==> config.mk <==
export PLATFORM = sky130hd
export DESIGN_NAME = srci_div
export DESIGN_NICKNAME = d
export VERILOG_FILES = /design/src/sv/srci_pkg.sv /design/src/sv/srci_div.sv
export SDC_FILE = /design/constraint.sdc
export NUM_CORES = 2
export LEC_CHECK = 0
export CAP_MARGIN = 5
export CORE_MARGIN = 10
export CORE_UTILIZATION = 40
export DETAILED_ROUTE_END_ITERATION = 16
export DONT_BUFFER_PORTS = 1
export PLACE_DENSITY = 0.61
export SLEW_MARGIN = 40
export SYNTH_ARGS = -nofsm -noshare
export SYNTH_HDL_FRONTEND = slang
export SYNTH_SLANG_ARGS = --single-unit
==> constraint.sdc <==
create_clock -name clk -period 6.5 [get_ports clk]
set_input_delay 0 -clock clk [delete_from_list [all_inputs] [get_ports clk]]
set_output_delay 0 -clock clk [all_outputs]
set_load 0.01 [all_outputs]
==> src/sv/srci_pkg.sv <==
`default_nettype none

package srci_pkg;

    localparam int COORD_BITS = 24;

    typedef struct packed {
        logic signed [COORD_BITS-1:0] start_x;
        logic signed [COORD_BITS-1:0] start_y;
        logic signed [COORD_BITS-1:0] end_x;
        logic signed [COORD_BITS-1:0] end_y;
        logic signed [COORD_BITS-1:0] rect_left;
        logic signed [COORD_BITS-1:0] rect_bottom;
        logic [COORD_BITS-2:0]        rect_width;
        logic [COORD_BITS-2:0]        rect_height;
    } seg_in_t;

    typedef struct packed {
        logic                         hit;
        logic signed [COORD_BITS-1:0] cross_x;
        logic signed [COORD_BITS-1:0] cross_y;
    } seg_out_t;

endpackage

`default_nettype wire

==> src/sv/srci_div.sv <==
`default_nettype none

// Pipelined restoring divider, one quotient bit per stage.
// Expects num < den * 2**W so the quotient fits in W bits.
module srci_div #(
    parameter int W  = srci_pkg::COORD_BITS,
    parameter int SW = 1
) (
    input  logic            clk,
    input  logic            rst_n,
    input  logic            en,
    input  logic            in_valid,
    input  logic [2*W-1:0]  num,
    input  logic [W-1:0]    den,
    input  logic [SW-1:0]   side,
    output logic            out_valid,
    output logic [W-1:0]    quo,
    output logic            rem_nz,
    output logic [SW-1:0]   out_side
);

    logic [W-1:0]  rem_reg  [W];
    logic [W-1:0]  lo_reg   [W];
    logic [W-1:0]  q_reg    [W];
    logic [W-1:0]  den_reg  [W];
    logic [SW-1:0] side_reg [W];
    logic [W-1:0]  valid_reg;

    for (genvar k = 0; k < W; k++) begin : g_stage
        logic [W-1:0]  rem_in;
        logic [W-1:0]  lo_in;
        logic [W-1:0]  q_in;
        logic [W-1:0]  den_in;
        logic [SW-1:0] side_in;
        logic          v_in;
        logic [W:0]    trial;
        logic [W:0]    diff;
        logic          ge;
        logic [W-1:0]  rem_next;

        if (k == 0) begin : g_first
            assign rem_in  = num[2*W-1:W];
            assign lo_in   = num[W-1:0];
            assign q_in    = '0;
            assign den_in  = den;
            assign side_in = side;
            assign v_in    = in_valid;
        end
        else begin : g_later
            assign rem_in  = rem_reg[k-1];
            assign lo_in   = lo_reg[k-1];
            assign q_in    = q_reg[k-1];
            assign den_in  = den_reg[k-1];
            assign side_in = side_reg[k-1];
            assign v_in    = valid_reg[k-1];
        end

        assign trial    = {rem_in, lo_in[W-1]};
        assign diff     = trial - {1'b0, den_in};
        assign ge       = trial >= {1'b0, den_in};
        assign rem_next = ge ? diff[W-1:0] : trial[W-1:0];

        always_ff @(posedge clk or negedge rst_n)
        begin
            if (!rst_n)
                valid_reg[k] <= 1'b0;
            else if (en)
                valid_reg[k] <= v_in;
        end

        always_ff @(posedge clk)
        begin
            if (en)
            begin
                rem_reg[k]  <= rem_next;
                lo_reg[k]   <= {lo_in[W-2:0], 1'b0};
                q_reg[k]    <= {q_in[W-2:0], ge};
                den_reg[k]  <= den_in;
                side_reg[k] <= side_in;
            end
        end
    end

    assign out_valid = valid_reg[W-1];
    assign quo       = q_reg[W-1];
    assign rem_nz    = |rem_reg[W-1];
    assign out_side  = side_reg[W-1];

endmodule

`default_nettype wire

==> metrics.md <==
| Metric | Value |
|---|---|
| Status | `complete, no violations` |
| IO Pins | `around 100` |
| Detailed Routing Iterations Pass 1 | `6` |
| Min-delay worst type | `in -> reg` |
| Cts repair resizes | `0` |
| Max FFs per register | `576` |
| Post-layout instance area | `101000 µm²` |
| Crit path max fanout | `27` |
| Worst skew pair latency | `between 800 and 900 ps` |
| CTS H-tree lvls | `4` |
| Crit-path slowest cell | `nor3_1` |
| Final wirelength | `about 190 mm` |
| Ys flop type | `edfxtp_1` |
| Via count | `54800` |
| Pwr Density | `about 500 nW/µm²` |
| Peak Freq | `between 200 and 250 MHz` |
| Synth area leader | `edfxtp_1` |
| VDD IR max | `0.271 mV` |
| Synth unique cells | `about 110` |
| Hold Startpoint | `en` |
| Final setup violation count | `0` |
| Worst path bufs/invs | `6` |
| Syn nets | `7790` |
| P_sw | `between 15 and 20 mW` |
| Cts bufs inserted | `a little under 200` |
| Top cells by area, synth | `edfxtp_1, ha_1, mux2_2` |
| Post-route ant nets | `0` |
| CTS tree | `built` |
| Overall routing resource usage | `14.9%` |
| #FFs+latches synth | `1752` |
| Reg power frac | `36.2%` |
| Layout cells sized above 1 | `about 9.7%` |
| Die area | `roughly 240000 µm²` |
| Clk pwr share | `between 20% and 30%` |
| Critical path required time | `around 7000 ps` |
| DP Wirelength | `134 mm` |
| Switching Share | `between 30% and 40%` |
| Worst-Margin Slew | `908 ps` |
| Power Total | `around 50 mW` |
| DIE WIDTH | `between 400 and 500 µm` |
| Area of the mapped netlist | `~89000 µm²` |
| Placer Congestion | `between 0.9 and 1` |
| Synthesized instance count | `between 7000 and 8000` |
| RSZ-0062 raised after global routing | `false` |
| Avg WL per Cell | `approximately 18 µm` |
| Part of the cycle the worst path needs | `between 70% and 80%` |
| Static leakage | `40.0 nW` |
| Max-cap viol count | `0` |
| Total negative slack | `0 ps` |
| Port-buffer cells | `0` |
| Hold_ws | `between 200 and 250 ps` |
| Post-Syn Area per Cell | `12.5 µm²` |
| Final Max Slew Viols | `0` |
| Crit-path cells | `dlygate4sd3_1 > dlygate4sd3_1 > inv_1 > ha_1 > nand2_1 > nor3_1 > o21ai_0 > a21oi_1 > o211ai_1 > nor3_1 > o32a_1 > buf_4 > nor2b_1 > dlygate4sd3_1 > a31o_2 > dlygate4sd3_1` |
| Comb pwr share | `41.2%` |
| Initial drt markers | `approximately 3500` |
| CTS clk-pin slew, worst paths | `approximately 60 ps` |
| Cell family with most CP delay | `buffers and inverters` |
| Longest Clk Path Bufs | `3` |
| Global route overflow | `0` |
| Clk_skew | `roughly 41 ps` |
| CTS sink cnt | `1752` |
| Worst path most repeated cell | `dlygate4sd3_1` |
| Worst endpoint data arrival time | `5440 ps` |
| Fin. Hold Viols | `0` |
| Worst Path Class, Setup | `in -> reg` |
| Critical path startpoint | `den[8]` |
| Slowest stage delay, CP | `610 ps` |
| Layout area overhead | `13.2%` |
| Sequential area share after synthesis | `59.0%` |
| Global-route wire length before repair | `about 300 mm` |
| Post-synth EDFFs | `between 1500 and 2000` |
| Largest net degree at the start of global routing | `around 150` |
| Area share of the largest cell type after synthesis | `about three fifths` |
| Initial antenna violation count | `1` |
| CP endpoint kind | `register` |
| Post-CTS Setup Inserts | `0` |
| Die height | `~490 µm` |
| Crit path launch type | `input pin` |
| Placement Cell Area | `between 90000 and 100000 µm²` |
| Ys Warns | `0` |
| Slew headroom | `38.9%` |
| Root Driver | `clkbuf_16` |
| Internal Pwr Total | `32.1 mW` |
| Initial core utilization | `between 40% and 50%` |
| Asr flop ratio synth | `~1.4%` |
| Core area | `~220000 µm²` |
| Hold-fix buffers, CTS | `~160` |
| Vias in the first global route | `roughly 55000` |
| Minimum clock period | `between 4000 and 5000 ps` |
| FP Rows | `173` |
| Final #Nets | `around 8000` |
| Vias per cell | `roughly 5.2` |
| Remaining DRCs | `0` |
| Reg2reg start | `den_reg[1][121]` |
## layout make-up
type,count,area (µm²)
Fill cell,19700,121000
Sequential cell,1752,52500
Multi-Input combinational cell,4506,33200
Clock buffer,228,5020
Tap cell,2975,3720
Inverter,722,2710
Timing Repair Buffer,204,2120
Clock inverter,127,1520
Antenna cell,2,5.00
## kinds of logic after synthesis
group	Yosys count	synth area share, %
simple gates	1429	7.69
compound gates	1683	12.1
mux	333	4.22
xor+xnor	461	4.54
flops	1752	59.0
fa+ha+maj	600	8.64
buf+inv	855	3.83
## power groups by stage
| stage | clock, mW | sequential, mW | combinational (mW) |
|---|---|---|---|
| floorplan | 0 | 17.3 | 16.0 |
| global placement | 0 | 18.2 | 19.6 |
| detailed placement | 0 | 18.2 | 20.0 |
| CTS | 11.6 | 18.0 | 20.3 |
| global route | 12.0 | 18.2 | 22.7 |
| finish | 11.2 | 17.9 | 20.4 |
## cell usage in the layout, fill, tap and decap left out, types with 25 or more instances in the layout
cell / count
mux2_2: 295
bufinv_16: 25
clkinv_2: 39
clkbuf_16: 194
nor2b_1: 110
nand2_1: 339
xor2_1: 188
xnor2_1: 273
o21ai_0: 330
nor3_1: 79
o21bai_1: 56
nand2b_1: 75
o21a_1: 66
o31ai_1: 31
nor4_1: 35
a31oi_1: 58
a21o_1: 277
a21boi_0: 32
inv_1: 720
nand3_1: 99
a21oi_1: 562
nor2_1: 452
dlygate4sd3_1: 156
nand4_1: 85
buf_4: 31
clkinv_1: 35
ha_1: 576
edfxtp_1: 1728
or3_1: 25
and3_1: 47
clkbuf_1: 30
a211oi_1: 32
## cell usage after synthesis (all sizes together), types with 26 or more instances
cell / number
a21oi: 573
nand4: 85
buf: 66
o31ai: 34
xnor2: 273
nor2: 452
a31oi: 59
nand2b: 75
clkbuf: 67
o21ai: 354
xor2: 188
o21a: 67
a211oi: 33
a21o: 277
nor2b: 111
mux2: 309
nor3: 80
nor4: 36
or3: 26
nand2: 339
and3: 47
nand3: 99
edfxtp: 1728
inv: 722
a21boi: 39
o21bai: 56
ha: 576
## per-layer routing
metal  part of all wire (%)  global-route usage (%)  routed length (µm)
met1                     44                    18.9               81000
met2                     48                    25.5               90200
met3                    4.1                    2.58                7620
met4                    3.9                    5.68                7170
met5                      0                       0                   0
## metrics by stage
step	utilization, %	std cells	setup slack [ps]
after floorplan	-	7113	3380
after global placement	41.7	9999	2530
after detailed placement	41.7	10000	2470
after CTS	45.4	10500	1940
after global routing	45.4	10500	1430
final	45.4	10500	1640
## final timing paths
kind	depth (start not counted)	slack, ps	endpoint
worst min register to register	0	390	lo_reg[0][134]
worst max-delay path	16	1640	rem_reg[0][13]
min in group asynchronous	3	250	g_stage[16].v_in
max in group asynchronous	3	5890	g_stage[23].v_in
worst max register to register	12	2540	rem_reg[14][19]
worst min-delay path	2	210	side_reg[0][1]
No activity file was read; power rests on OpenSTA's default activity.
